--- src/hdl/assert_macros.svh ---
// Assertion macros shared by the alpha unpremultiply RTL.
`ifndef ASSERT_MACROS_SVH
`define ASSERT_MACROS_SVH

// Same-cycle implication, checked on every rising edge outside reset.
`define ASSERT_IMPLIES(lbl, clk, rst, ante, cons, msg) \
  lbl: assert property (@(posedge clk) disable iff (rst) (ante) |-> (cons)) \
    else $error(msg);

// Next-cycle implication, checked on every rising edge outside reset.
`define ASSERT_NEXT(lbl, clk, rst, ante, cons, msg) \
  lbl: assert property (@(posedge clk) disable iff (rst) (ante) |=> (cons)) \
    else $error(msg);

`endif

--- src/hdl/aup_pkg.sv ---
// Shared constants and types for the alpha unpremultiply pixel stream.
package aup_pkg;

  localparam int MAX_DIMENSION = 16384;
  localparam int POS_W         = $clog2(MAX_DIMENSION);
  localparam int SIZE_W        = 15;
  localparam int CHAN_W        = 8;
  localparam int PIXEL_W       = 4 * CHAN_W;
  localparam int PROD_W        = 2 * CHAN_W;
  localparam logic [CHAN_W-1:0] CHAN_MAX = {CHAN_W{1'b1}};

  // One quotient bit per divider step
  localparam int STEPS = CHAN_W;
  localparam int CNT_W = $clog2(STEPS);

  // Configuration register indexes
  localparam int CFG_IDX_W = 1;
  localparam logic [CFG_IDX_W-1:0] REG_PAGE_WIDTH  = 1'b0;
  localparam logic [CFG_IDX_W-1:0] REG_PAGE_HEIGHT = 1'b1;

  typedef struct packed {
    logic load;
    logic step;
  } lane_ctrl_t;

  typedef struct packed {
    logic last_in_row;
    logic last_in_page;
  } pos_flags_t;

endpackage

--- src/hdl/aup_lane.sv ---
// Color lane: bit-serial restoring chan*255/alpha divide; saturates or passes chan.
`include "assert_macros.svh"

module aup_lane
  import aup_pkg::*;
(
  input  logic              clk,
  input  logic              rst,
  input  lane_ctrl_t        ctrl,
  input  logic [CHAN_W-1:0] chan,
  input  logic [CHAN_W-1:0] alpha,
  output logic [CHAN_W-1:0] result
);

  typedef enum logic [1:0] {
    MODE_PASS,
    MODE_SAT,
    MODE_DIV
  } lane_mode_t;

  lane_mode_t        mode;
  logic [CHAN_W-1:0] chan_q;
  logic [CHAN_W-1:0] alpha_q;
  logic [CHAN_W-1:0] rem;
  logic [CHAN_W-1:0] low;
  logic [CHAN_W-1:0] quo;

  logic [PROD_W-1:0] prod;
  logic [CHAN_W:0]   rem_sh;
  logic [CHAN_W:0]   rem_sub;
  logic              fits;
  lane_mode_t        mode_next;

  // chan*255 as (chan << 8) - chan
  assign prod = {chan, {CHAN_W{1'b0}}} - {{CHAN_W{1'b0}}, chan};

  // Shift in the next dividend bit and trial-subtract alpha
  assign rem_sh  = {rem, low[CHAN_W-1]};
  assign rem_sub = rem_sh - {1'b0, alpha_q};
  assign fits    = (rem_sh >= {1'b0, alpha_q});

  // Pick the lane mode for a new item: alpha 0 or max passes, else chan >= alpha saturates
  always_comb begin
    if ((alpha == '0) || (alpha == CHAN_MAX)) begin
      mode_next = MODE_PASS;
    end else if (chan >= alpha) begin
      mode_next = MODE_SAT;
    end else begin
      mode_next = MODE_DIV;
    end
  end

  always_ff @(posedge clk) begin
    if (rst) begin
      mode <= MODE_PASS;
    end else if (ctrl.load) begin
      mode <= mode_next;
    end
  end

  // Load operands, then advance one quotient bit per step
  always_ff @(posedge clk) begin
    if (ctrl.load) begin
      chan_q  <= chan;
      alpha_q <= alpha;
      rem     <= prod[PROD_W-1:CHAN_W];
      low     <= prod[CHAN_W-1:0];
      quo     <= '0;
    end else if (ctrl.step) begin
      rem <= fits ? rem_sub[CHAN_W-1:0] : rem_sh[CHAN_W-1:0];
      low <= {low[CHAN_W-2:0], 1'b0};
      quo <= {quo[CHAN_W-2:0], fits};
    end
  end

  always_comb begin
    case (mode)
      MODE_PASS: result = chan_q;
      MODE_SAT:  result = CHAN_MAX;
      MODE_DIV:  result = quo;
      default:   result = chan_q;
    endcase
  end

  `ASSERT_IMPLIES(a_rem_below_alpha, clk, rst, (mode == MODE_DIV), (rem < alpha_q), "lane remainder not below alpha")

endmodule

--- src/hdl/aup_position.sv ---
// Page size registers and column/row counters that flag row and page ends.
`include "assert_macros.svh"

module aup_position
  import aup_pkg::*;
(
  input  logic                 clk,
  input  logic                 rst,
  input  logic                 cfg_write,
  input  logic [CFG_IDX_W-1:0] cfg_index,
  input  logic [SIZE_W-1:0]    cfg_data,
  input  logic                 advance,
  output pos_flags_t           flags
);

  logic [SIZE_W-1:0] page_width;
  logic [SIZE_W-1:0] page_height;
  logic [POS_W-1:0]  column;
  logic [POS_W-1:0]  row;

  logic [SIZE_W-1:0] width_eff;
  logic [SIZE_W-1:0] height_eff;
  logic [SIZE_W-1:0] column_inc;
  logic [SIZE_W-1:0] row_inc;

  // Clamp sizes: zero acts as one, oversize acts as the maximum
  always_comb begin
    if (page_width == '0) begin
      width_eff = SIZE_W'(1);
    end else if (page_width > SIZE_W'(MAX_DIMENSION)) begin
      width_eff = SIZE_W'(MAX_DIMENSION);
    end else begin
      width_eff = page_width;
    end
    if (page_height == '0) begin
      height_eff = SIZE_W'(1);
    end else if (page_height > SIZE_W'(MAX_DIMENSION)) begin
      height_eff = SIZE_W'(MAX_DIMENSION);
    end else begin
      height_eff = page_height;
    end
  end

  assign column_inc         = SIZE_W'(column) + SIZE_W'(1);
  assign row_inc            = SIZE_W'(row) + SIZE_W'(1);
  assign flags.last_in_row  = (column_inc >= width_eff);
  assign flags.last_in_page = flags.last_in_row && (row_inc >= height_eff);

  // Hold the page size registers
  always_ff @(posedge clk) begin
    if (rst) begin
      page_width  <= SIZE_W'(1);
      page_height <= SIZE_W'(1);
    end else if (cfg_write) begin
      case (cfg_index)
        REG_PAGE_WIDTH:  page_width  <= cfg_data;
        REG_PAGE_HEIGHT: page_height <= cfg_data;
        default: ;
      endcase
    end
  end

  // Advance the counters once per accepted item
  always_ff @(posedge clk) begin
    if (rst) begin
      column <= '0;
      row    <= '0;
    end else if (advance) begin
      if (flags.last_in_row) begin
        column <= '0;
        row    <= flags.last_in_page ? '0 : row_inc[POS_W-1:0];
      end else begin
        column <= column_inc[POS_W-1:0];
      end
    end
  end

  `ASSERT_NEXT(a_page_wrap, clk, rst, (advance && flags.last_in_page), ((column == '0) && (row == '0)), "counters did not wrap at page end")

endmodule

--- src/hdl/alpha_unpremultiply_pixel_stream_top.sv ---
// Top level: one pixel at a time through three divider lanes and a merging output register.
// A result is shown in the output register once every divide step is done and
// the output register is free; a new item is accepted only after that merge. The
// 8-step bit-serial divide in the color lanes sets this pace.
// Reset: synchronous, clears the page size registers to 1, the column and row
// counters to 0, and drops every valid flag.
`include "assert_macros.svh"

module alpha_unpremultiply_pixel_stream_top
  import aup_pkg::*;
(
  input  logic                 clk,
  input  logic                 rst,
  input  logic                 in_valid,
  output logic                 in_ready,
  input  logic [PIXEL_W-1:0]   packed_pixel,
  output logic                 out_valid,
  input  logic                 out_ready,
  output logic [CHAN_W-1:0]    out_red,
  output logic [CHAN_W-1:0]    out_green,
  output logic [CHAN_W-1:0]    out_blue,
  output logic [CHAN_W-1:0]    out_alpha,
  output logic                 last_in_row,
  output logic                 last_in_page,
  input  logic                 cfg_valid,
  output logic                 cfg_ready,
  input  logic [CFG_IDX_W-1:0] cfg_index,
  input  logic [SIZE_W-1:0]    cfg_data
);

  logic              busy;
  logic              done;
  logic [CNT_W-1:0]  count;
  logic [CHAN_W-1:0] alpha_q;
  pos_flags_t        flags_q;
  pos_flags_t        flags;
  lane_ctrl_t        ctrl;
  logic              accept;
  logic              merge;
  logic [CHAN_W-1:0] red_res;
  logic [CHAN_W-1:0] green_res;
  logic [CHAN_W-1:0] blue_res;
  logic [CHAN_W-1:0] alpha_in;

  assign alpha_in  = packed_pixel[4*CHAN_W-1:3*CHAN_W];
  assign in_ready  = !busy && !done;
  assign cfg_ready = 1'b1;
  assign accept    = in_valid && in_ready;
  assign merge     = done && (!out_valid || out_ready);
  assign ctrl.load = accept;
  assign ctrl.step = busy;

  aup_position u_position (
    .clk       (clk),
    .rst       (rst),
    .cfg_write (cfg_valid && cfg_ready),
    .cfg_index (cfg_index),
    .cfg_data  (cfg_data),
    .advance   (accept),
    .flags     (flags)
  );

  aup_lane u_lane_red (
    .clk    (clk),
    .rst    (rst),
    .ctrl   (ctrl),
    .chan   (packed_pixel[3*CHAN_W-1:2*CHAN_W]),
    .alpha  (alpha_in),
    .result (red_res)
  );

  aup_lane u_lane_green (
    .clk    (clk),
    .rst    (rst),
    .ctrl   (ctrl),
    .chan   (packed_pixel[2*CHAN_W-1:CHAN_W]),
    .alpha  (alpha_in),
    .result (green_res)
  );

  aup_lane u_lane_blue (
    .clk    (clk),
    .rst    (rst),
    .ctrl   (ctrl),
    .chan   (packed_pixel[CHAN_W-1:0]),
    .alpha  (alpha_in),
    .result (blue_res)
  );

  // Sequence the lanes: load on accept, then step until every quotient bit is in
  always_ff @(posedge clk) begin
    if (rst) begin
      busy  <= 1'b0;
      done  <= 1'b0;
      count <= '0;
    end else begin
      if (accept) begin
        busy  <= 1'b1;
        count <= '0;
      end else if (busy) begin
        count <= count + CNT_W'(1);
        if (count == CNT_W'(STEPS - 1)) begin
          busy <= 1'b0;
          done <= 1'b1;
        end
      end else if (merge) begin
        done <= 1'b0;
      end
    end
  end

  // Keep alpha and the position flags alongside the item
  always_ff @(posedge clk) begin
    if (accept) begin
      alpha_q <= alpha_in;
      flags_q <= flags;
    end
  end

  // Merge lane results into the output register
  always_ff @(posedge clk) begin
    if (rst) begin
      out_valid <= 1'b0;
    end else if (merge) begin
      out_valid <= 1'b1;
    end else if (out_ready) begin
      out_valid <= 1'b0;
    end
  end

  always_ff @(posedge clk) begin
    if (merge) begin
      out_red      <= red_res;
      out_green    <= green_res;
      out_blue     <= blue_res;
      out_alpha    <= alpha_q;
      last_in_row  <= flags_q.last_in_row;
      last_in_page <= flags_q.last_in_page;
    end
  end

  `ASSERT_IMPLIES(a_done_not_busy, clk, rst, done, !busy, "lanes still busy while result pending")
  `ASSERT_NEXT(a_finish_sets_done, clk, rst, (busy && (count == CNT_W'(STEPS - 1))), done, "final divide step did not mark result done")
  `ASSERT_NEXT(a_merge_shows, clk, rst, merge, out_valid, "merged result not shown")

endmodule
--- config.mk ---
export PLATFORM = sky130hd
export DESIGN_NAME = alpha_unpremultiply_pixel_stream_top
export DESIGN_NICKNAME = d
export VERILOG_FILES = /design/src/hdl/aup_pkg.sv /design/src/hdl/aup_lane.sv /design/src/hdl/aup_position.sv /design/src/hdl/alpha_unpremultiply_pixel_stream_top.sv
export VERILOG_INCLUDE_DIRS = /design/src /design/src/hdl
export SDC_FILE = /design/constraint.sdc
export NUM_CORES = 1
export LEC_CHECK = 0
export BUFFER_PORTS_ARGS = -buffer_cell sky130_fd_sc_hd__buf_4
export CORE_MARGIN = 5
export CORE_UTILIZATION = 46
export DETAILED_ROUTE_END_ITERATION = 7
export RECOVER_POWER = 50
export SYNTH_ARGS = -nofsm -noshare
export SYNTH_HDL_FRONTEND = slang
export SYNTH_SLANG_ARGS = --single-unit
--- constraint.sdc ---
create_clock -name clk -period 8.85 [get_ports clk]
set_input_delay 1.77 -clock clk [delete_from_list [all_inputs] [get_ports clk]]
set_output_delay 1.77 -clock clk [all_outputs]
set_load 0.01 [all_outputs]
# Word-level counts from Yosys, hierarchy flattened
# Cells that the tools add are included.
[word_totals]
ramBits = 0
in_bits = 53
reg_bits = 210
mem_bits_ro = 0
mem_count = 0
latchBits = 0
output_inout_bits = 37
wordCells = 120
[classes]
shifts = 0
n_eq_ne = 9
reduce_logical = 20
muxes = 38
mul = 0
n_bitwise = 2
div = 0
add_sub_neg = 9
n_lt_le_gt_ge = 10
[op_table]
columns = ["operator", "count"]
rows = [
  ["2-to-1 mux 8 bit", 15],
  ["2-to-1 mux 15 bit", 4],
  ["one-hot mux 8 bit (2 select lines)", 3],
  ["subtractor 16 x 8 -> 16 bit", 3],
  ["adder 14 x 1 -> 15 bit (second input constant)", 2],
  [">= comparator 15 bit", 2],
  ["> comparator 15 bit (second input constant)", 2],
  ["logical NOT 15 bit", 2],
  ["2-to-1 mux 14 bit", 2],
  [">= comparator 9 x 8 -> 1 bit", 3],
  [">= comparator 8 bit", 3],
  ["subtractor 8 bit", 3],
  ["2-to-1 mux 2 bit", 6],
  ["equality test 8 bit (second input constant)", 1],
  ["logical NOT 8 bit", 1],
  ["2-to-1 mux 1 bit", 8],
  ["equality test 2 x 1 -> 1 bit (second input constant)", 3],
  ["equality test 2 bit (second input constant)", 3],
  ["AND reduction 2 bit", 3],
  ["nonzero test 2 bit", 3],
  ["logical AND 1 bit", 4],
  ["adder 3 x 1 -> 3 bit (second input constant)", 1],
  ["equality test 3 bit (second input constant)", 1],
  ["logical NOT 1 bit", 3],
  ["5 further kinds", 7],
]

# Depth between registers and ports, before layout
# Gate-level depths: netlist (run 1).
[logic_depth]
ltp_word = 6
mapped_depth = 14
depth_no_buf = 13

# Hierarchy
# Synthesis (run 1) repeated with hierarchy kept, for this count alone.
[unflattened]
hier_cells = 1307
area_unflattened_um2 = 13041.3
[by_module_without_submodules]
columns = ["module", "instances", "area_each_um2", "cells_per_inst", "seq_area_each_um2"]
rows = [
  ["aup_lane (u_lane_blue ...)", 2, 2683.8, 263, 1161.1],
  ["aup_position", 1, 3414.5, 430, 1161.1],
  ["aup_lane (u_lane_green)", 1, 2650.0, 275, 1161.1],
  ["alpha_unpremultiply_pixel_stream_top", 1, 1609.0, 76, 1441.4],
]

# Worst setup path before layout (run 1)
# No wires, ideal clock.
[synth_timing]
path_kind = "input -> register"
startpoint = "input in_valid"
endpoint = "register flags_q[0] (netlist bit), enable pin"
required_ns = 8.438
t_arrival_ns = 3.587
setup_slack_ns = 4.851
path_buffers = 3
setup_time_ns = 0.412
stages = 5
path_cell_list = "or3b_1 -> buf_2 -> inv_1 -> buf_4 -> clkbuf_1"
[synth_between]
elab_chain_len = 1
[synth_rtl]
columns = ["item", "line_no", "rtl"]
rows = [
  ["start, declared", "alpha_unpremultiply_pixel_stream_top.sv:14", "input logic in_valid,"],
  ["logical AND 1 bit", "alpha_unpremultiply_pixel_stream_top.sv:48", "assign accept = in_valid && in_ready;"],
  ["via accept", "alpha_unpremultiply_pixel_stream_top.sv:38", "logic accept;"],
  ["end signal, assigned", "alpha_unpremultiply_pixel_stream_top.sv:116", "flags_q <= flags;"],
  ["end, declared", "alpha_unpremultiply_pixel_stream_top.sv:35", "pos_flags_t flags_q;"],
]
# The timed path passes the listed nets, and every way through them passes these cells.
# A chain may end at the register's enable or synchronous reset.

==> impl_metrics.json, run 1 <==
{
  "final_cells": 1665,
  "antenna_found_initial": 0,
  "cts_made_buffers": 25,
  "grt_pass1_wl_mm": 45.04,
  "ant_nets": 0,
  "slew_violations": 82,
  "num_io_pins": 90,
  "regToRegStartpoint": "u_position.row[0]",
  "worst_slack_ns": 4.069,
  "ys_seq_area_share_pct": 46.18,
  "post_cts_resized": 0,
  "path_class": "in -> reg",
  "via_per_inst": 5.545,
  "clk_pin_slew_worst_paths_ns": 0.06,
  "worst-r2r-setup-slack_ns": 5.16,
  "diodes": 0,
  "r2r_cells": 13,
  "ys.flop_type": "edfxtp_1",
  "place.gp.congestion": 0.8348,
  "synth_top_area_cell": "edfxtp_1",
  "fmax_mhz": 209.2,
  "synth.avg_cell_area_um2": 9.265,
  "finalPower_mw": 2.799,
  "dieArea_um2": 28540,
  "globalRouteOverflowTotal": 0,
  "netlist_instances": 1254,
  "clk_latency_ns": 0.50,
  "regArea_um2": 5366,
  "hold_viol_final": 0,
  "setup_tns_ns": 0,
  "synth.distinct_cells": 63,
  "hold_path_depth": 0,
  "critPathRequiredTime_ns": 9.25,
  "synth_seq_cells": 210,
  "htree_levels": 1,
  "place_ws_ns": 4.346,
  "fin_hold_ws_ns": 0.4375,
  "grt_pass1_vias": 8715,
  "hold_path.class": "reg -> reg",
  "r2r_end": "u_position.row[2]",
  "grtUsageTotal_pct": 19.31,
  "ys_top_cells_by_area": "edfxtp_1 (30%), dfxtp_1 (16%), ha_1 (9.8%)",
  "cts.sinks": 210,
  "violations": "max-capacitance violations, max-slew violations",
  "wl_per_cell_um": 16.93,
  "synth_top_cell_area_share_pct": 29.98,
  "status": "complete, but fails checks",
  "cp-end-kind": "flip-flop",
  "die_h_um": 168.9,
  "rows": 58,
  "rsz0062_at_grt": "false",
  "cp.arrival_ns": 5.18,
  "cts-root-buf": "clkbuf_16",
  "hold_path_end": "last_in_page",
  "p_leak_nw": 5.064,
  "synth_fp_nets": 1401,
  "synth_area_um2": 11620,
  "yosys_warnings": 0,
  "place_area_um2": 12520,
  "post_cts_buffers": 0,
  "fillerInstances": 2387,
  "startpoint_type": "input port",
  "dp.cells": 1620,
  "area_growth_pct": 13.11,
  "wl_mm": 28.19,
  "cts_tree": "yes",
  "relSlewSlack_pct": -108.9,
  "fin_area_um2": 13140,
  "synth-async-reset-ratio_pct": 0,
  "cp_max_fo": 46,
  "ir_drop_v": 0.0001351,
  "multi_input_area_um2": 5814,
  "grt_max_degree": 83,
  "post-route-period-util_pct": 54.02,
  "die_w_um": 168.9,
  "coreArea_um2": 25040,
  "fin_skew_ns": 0.007400,
  "ctsHoldBuffers": 0,
  "fin_crit_ns": 4.781,
  "utilization_pct": 52.49,
  "power.density_nw_per_um2": 213.0,
  "drive_above_1_share_pct": 7.790,
  "hp-start": "flags_q[0]",
  "initial_core_util_pct": 46.41,
  "firstDrtPassIters": 5,
  "nNetsFinal": 1464,
  "io_buffers": 88,
  "synth-edff-count": 116,
  "drt_iter0_drc": 683,
  "maxCapViolations": 2,
  "hpwlAfterDp_mm": 20.40,
  "tightest_slew_ns": 3.127,
  "vias": 9232,
  "setup_viol": 0,
  "drc": 0,
  "clock_path_buffers": 3
}
[flip-flops by register name, indices dropped and copies added, names as in the netlist, 14 cells and up]
register / count
u_position.page_height: 15
u_position.column: 14
u_position.page_width: 15
u_position.row: 14
[per-layer routing]
layer,GRT usage [%],routed length [um],up-vias
li1,-,-,4636
met1,25.42,12550,4362
met2,34.02,13910,196
met3,2.569,1202,38
met4,4.199,521,0
met5,0,0,-
[report_power, final]
group	internal [mW]	total (mW)	switching, mW
sequential	1.15	1.20	0.0506
combinational	0.258	0.627	0.370
clock	0.579	0.974	0.395
[worst max-delay path, cell delays in order]
cell	delay, ns
clkbuf_1	1.44
inv_1	0.99
nand2_1	0.30
a211oi_2	0.05
buf_4	0.24
a21o_1	0.20
a22o_1	0.16
[worst max-delay path by stage]
stage,slack (ns),startpoint,to
6_report,4.07,rst,u_position.column[7]
5_1_grt,3.81,rst,u_position.column[7]
4_1_cts,4.89,in_valid,u_position.row[3]
3_5_place_dp,4.35,in_valid,u_position.row[10]
3_3_place_gp,4.41,in_valid,u_position.row[2]
2_1_floorplan,4.85,in_valid,flags_q[0]
[layout by cell type, fill, tap and decap left out, drive strengths merged, types with 4 or more instances in the layout]
| cell | n |
|---|---|
| o21bai | 4 |
| ha | 91 |
| xnor2 | 38 |
| or3 | 8 |
| nor3b | 6 |
| xor2 | 10 |
| and2 | 5 |
| a22o | 7 |
| mux2 | 4 |
| o211ai | 4 |
| nand3 | 39 |
| a21oi | 114 |
| nand2 | 227 |
| a31oi | 7 |
| nor4 | 12 |
| o21ai | 97 |
| mux2i | 22 |
| clkinv | 8 |
| o31ai | 10 |
| nand4 | 13 |
| nor3 | 28 |
| dfxtp | 94 |
| and3 | 15 |
| or4 | 5 |
| nor2b | 13 |
| a21o | 15 |
| o32ai | 4 |
| buf | 49 |
| inv | 57 |
| a211oi | 15 |
| edfxtp | 116 |
| clkbuf | 80 |
| nand2b | 18 |
| nor2 | 51 |
[layout make-up]
class | count | area share (%)
flip-flops and latches | 210 | 40.84
inverters | 57 | 1.628
multi-input cells | 929 | 44.24
clock buffers | 35 | 5.598
repair buffers | 94 | 4.113
well taps | 330 | 3.142
clock inverters | 10 | 0.4380
[logic make-up after synthesis]
family | Yosys count | share of synthesized area [%]
buf+inv | 115 | 3.866
other cells | 1 | 0.03228
flops | 210 | 46.18
compound gates | 310 | 15.91
xor+xnor | 48 | 3.618
mux | 26 | 2.283
simple gates | 450 | 17.80
fa+ha+maj | 94 | 10.32
[Yosys cell counts (5+ instances only)]
cell type,number
o21ai_0,97
clkbuf_1,41
xnor2_1,38
nand2_1,227
o31ai_1,10
a21oi_1,114
or3_1,8
nand2b_1,18
nand4_1,13
a31oi_1,6
nor4_1,12
buf_2,8
ha_1,91
dfxtp_1,94
edfxtp_1,116
a21o_1,15
xor2_1,10
nand3_1,39
buf_1,7
nor2_1,51
nor3b_1,6
a22o_1,7
nor2b_1,13
inv_1,57
mux2i_1,22
and3_1,15
nor3_1,28
a211oi_1,14
or4_1,5
(Power assumes the default switching activity.)
==> run 2, diff against run 1 <==
- PLACE_DENSITY: unset -> 0.66
- clock period: 8.85 -> 4.1 ns (I/O delays scaled with it)
==> impl_metrics.json, run 2 (synthesis gave the netlist of run 1 again) <==
{
  "status": "complete, but fails checks",
  "violations": "max-capacitance violations, max-slew violations",
  "grtUsageTotal_pct": 19.29,
  "drt_iter0_drc": 909,
  "post-route-period-util_pct": 91.69,
  "grt_pass1_wl_mm": 45.37,
  "dp.cells": 1623,
  "final_cells": 1667,
  "cp.arrival_ns": 4.18,
  "diodes": 0,
  "fmax_mhz": 266.0,
  "power.density_nw_per_um2": 456.7,
  "nNetsFinal": 1466,
  "crit_end": "u_position.column[7]",
  "area_growth_pct": 13.26,
  "vias": 9284,
  "die_h_um": 168.9,
  "fillerInstances": 2330,
  "path_class": "in -> reg",
  "io_buffers": 88,
  "ant_nets": 0,
  "cp_max_fo": 46,
  "grt_pass1_vias": 8935,
  "ctsHoldBuffers": 0,
  "hold_path.class": "reg -> reg",
  "wl_per_cell_um": 16.74,
  "drive_above_1_share_pct": 8.153,
  "tightest_slew_ns": 2.206,
  "coreArea_um2": 25040,
  "num_io_pins": 90,
  "mostFrequentLayoutCells": "nand2_1 (227), edfxtp_1 (116), a21oi_1 (114)",
  "hold_viol_final": 0,
  "rsz0062_at_grt": "false",
  "worst-r2r-setup-slack_ns": 0.48,
  "fin_crit_ns": 3.759,
  "regToRegStartpoint": "u_position.row[0]",
  "grt_max_degree": 54,
  "die_w_um": 168.9,
  "p_leak_nw": 5.079,
  "critPathRequiredTime_ns": 4.52,
  "antenna_found_initial": 0,
  "maxCapViolations": 4,
  "clk_latency_ns": 0.53,
  "r2r_end": "u_position.row[2]",
  "initial_core_util_pct": 46.41,
  "cts.sinks": 210,
  "hpwlAfterDp_mm": 20.18,
  "post_cts_resized": 0,
  "cp-startpoint": "rst",
  "clk_pin_slew_worst_paths_ns": 0.06,
  "relSlewSlack_pct": -47.10,
  "wl_mm": 27.91,
  "fin_skew_ns": 0.02024,
  "setup_viol": 0,
  "globalRouteOverflowTotal": 0,
  "drc": 0,
  "layout_commonest_cell": "nand2_1",
  "cts_made_buffers": 24,
  "clock_path_buffers": 3,
  "r2r_cells": 13,
  "via_per_inst": 5.569,
  "cts_tree": "yes",
  "cp-end-kind": "flip-flop",
  "place.gp.congestion": 0.8745,
  "slew_violations": 179,
  "cts-root-buf": "clkbuf_16",
  "rows": 58,
  "htree_levels": 1,
  "firstDrtPassIters": 4,
  "startpoint_type": "input port",
  "ir_drop_v": 0.0003237,
  "setup_tns_ns": 0,
  "fin_hold_ws_ns": 0.4334,
  "reg_top3": "u_position.page_height (15), u_position.page_width (15)",
  "utilization_pct": 52.56,
  "post_cts_buffers": 0,
  "dieArea_um2": 28540
}
[run 2: per-stage QoR]
stage / setup WS [ns] / total power [mW] / cell area, um^2
CTS: 0.5141 / 6.079 / 13320
finish: 0.3406 / 6.010 / 13160
detailed placement: 0.5446 / 3.990 / 12550
global route: 0.1102 / 6.345 / 13160
floorplan: 1.016 / 3.630 / 11620
global placement: 0.6056 / 3.955 / 12550
[run 2: how the worst min path moves through the flow]
stage	start	depth (start not counted)	to
6_report	flags_q[1]	0	last_in_row
5_1_grt	flags_q[1]	0	last_in_row
4_1_cts	flags_q[0]	0	last_in_page
3_5_place_dp	flags_q[1]	0	last_in_row
3_3_place_gp	flags_q[0]	0	last_in_page
2_1_floorplan	flags_q[0]	0	last_in_page
[run 2: power breakdown]
group          leakage (nW)  switching [mW]  internal, mW  total (mW)
Clock                 0.372           0.874          1.20        2.07
Sequential             1.87           0.105          2.48        2.58
Combinational          2.83           0.801         0.557        1.36
Total                  5.08            1.78          4.23        6.01
[run 2: metal layers]
metal	GRT usage (%)	wire (um)
met3	2.569	1526
met2	31.81	12870
met5	0	0
met4	5.399	743
met1	26.76	12770
[run 2: layout make-up]
class / instances / area, um^2 / share of cell area [%]
Clock buffer: 34 / 700.7 / 5.325
Clock inverter: 10 / 68.82 / 0.5230
Inverter: 57 / 214.0 / 1.626
Multi-Input combinational cell: 929 / 5814 / 44.19
Sequential cell: 210 / 5366 / 40.78
Tap cell: 330 / 412.9 / 3.138
Timing Repair Buffer: 97 / 581.8 / 4.421
[run 2: worst max-delay path, stage by stage]
cell	delay [ns]
clkbuf_1	1.44
inv_1	0.99
nand2_1	0.26
a211oi_2	0.05
buf_4	0.23
a21o_1	0.19
a22o_1	0.17
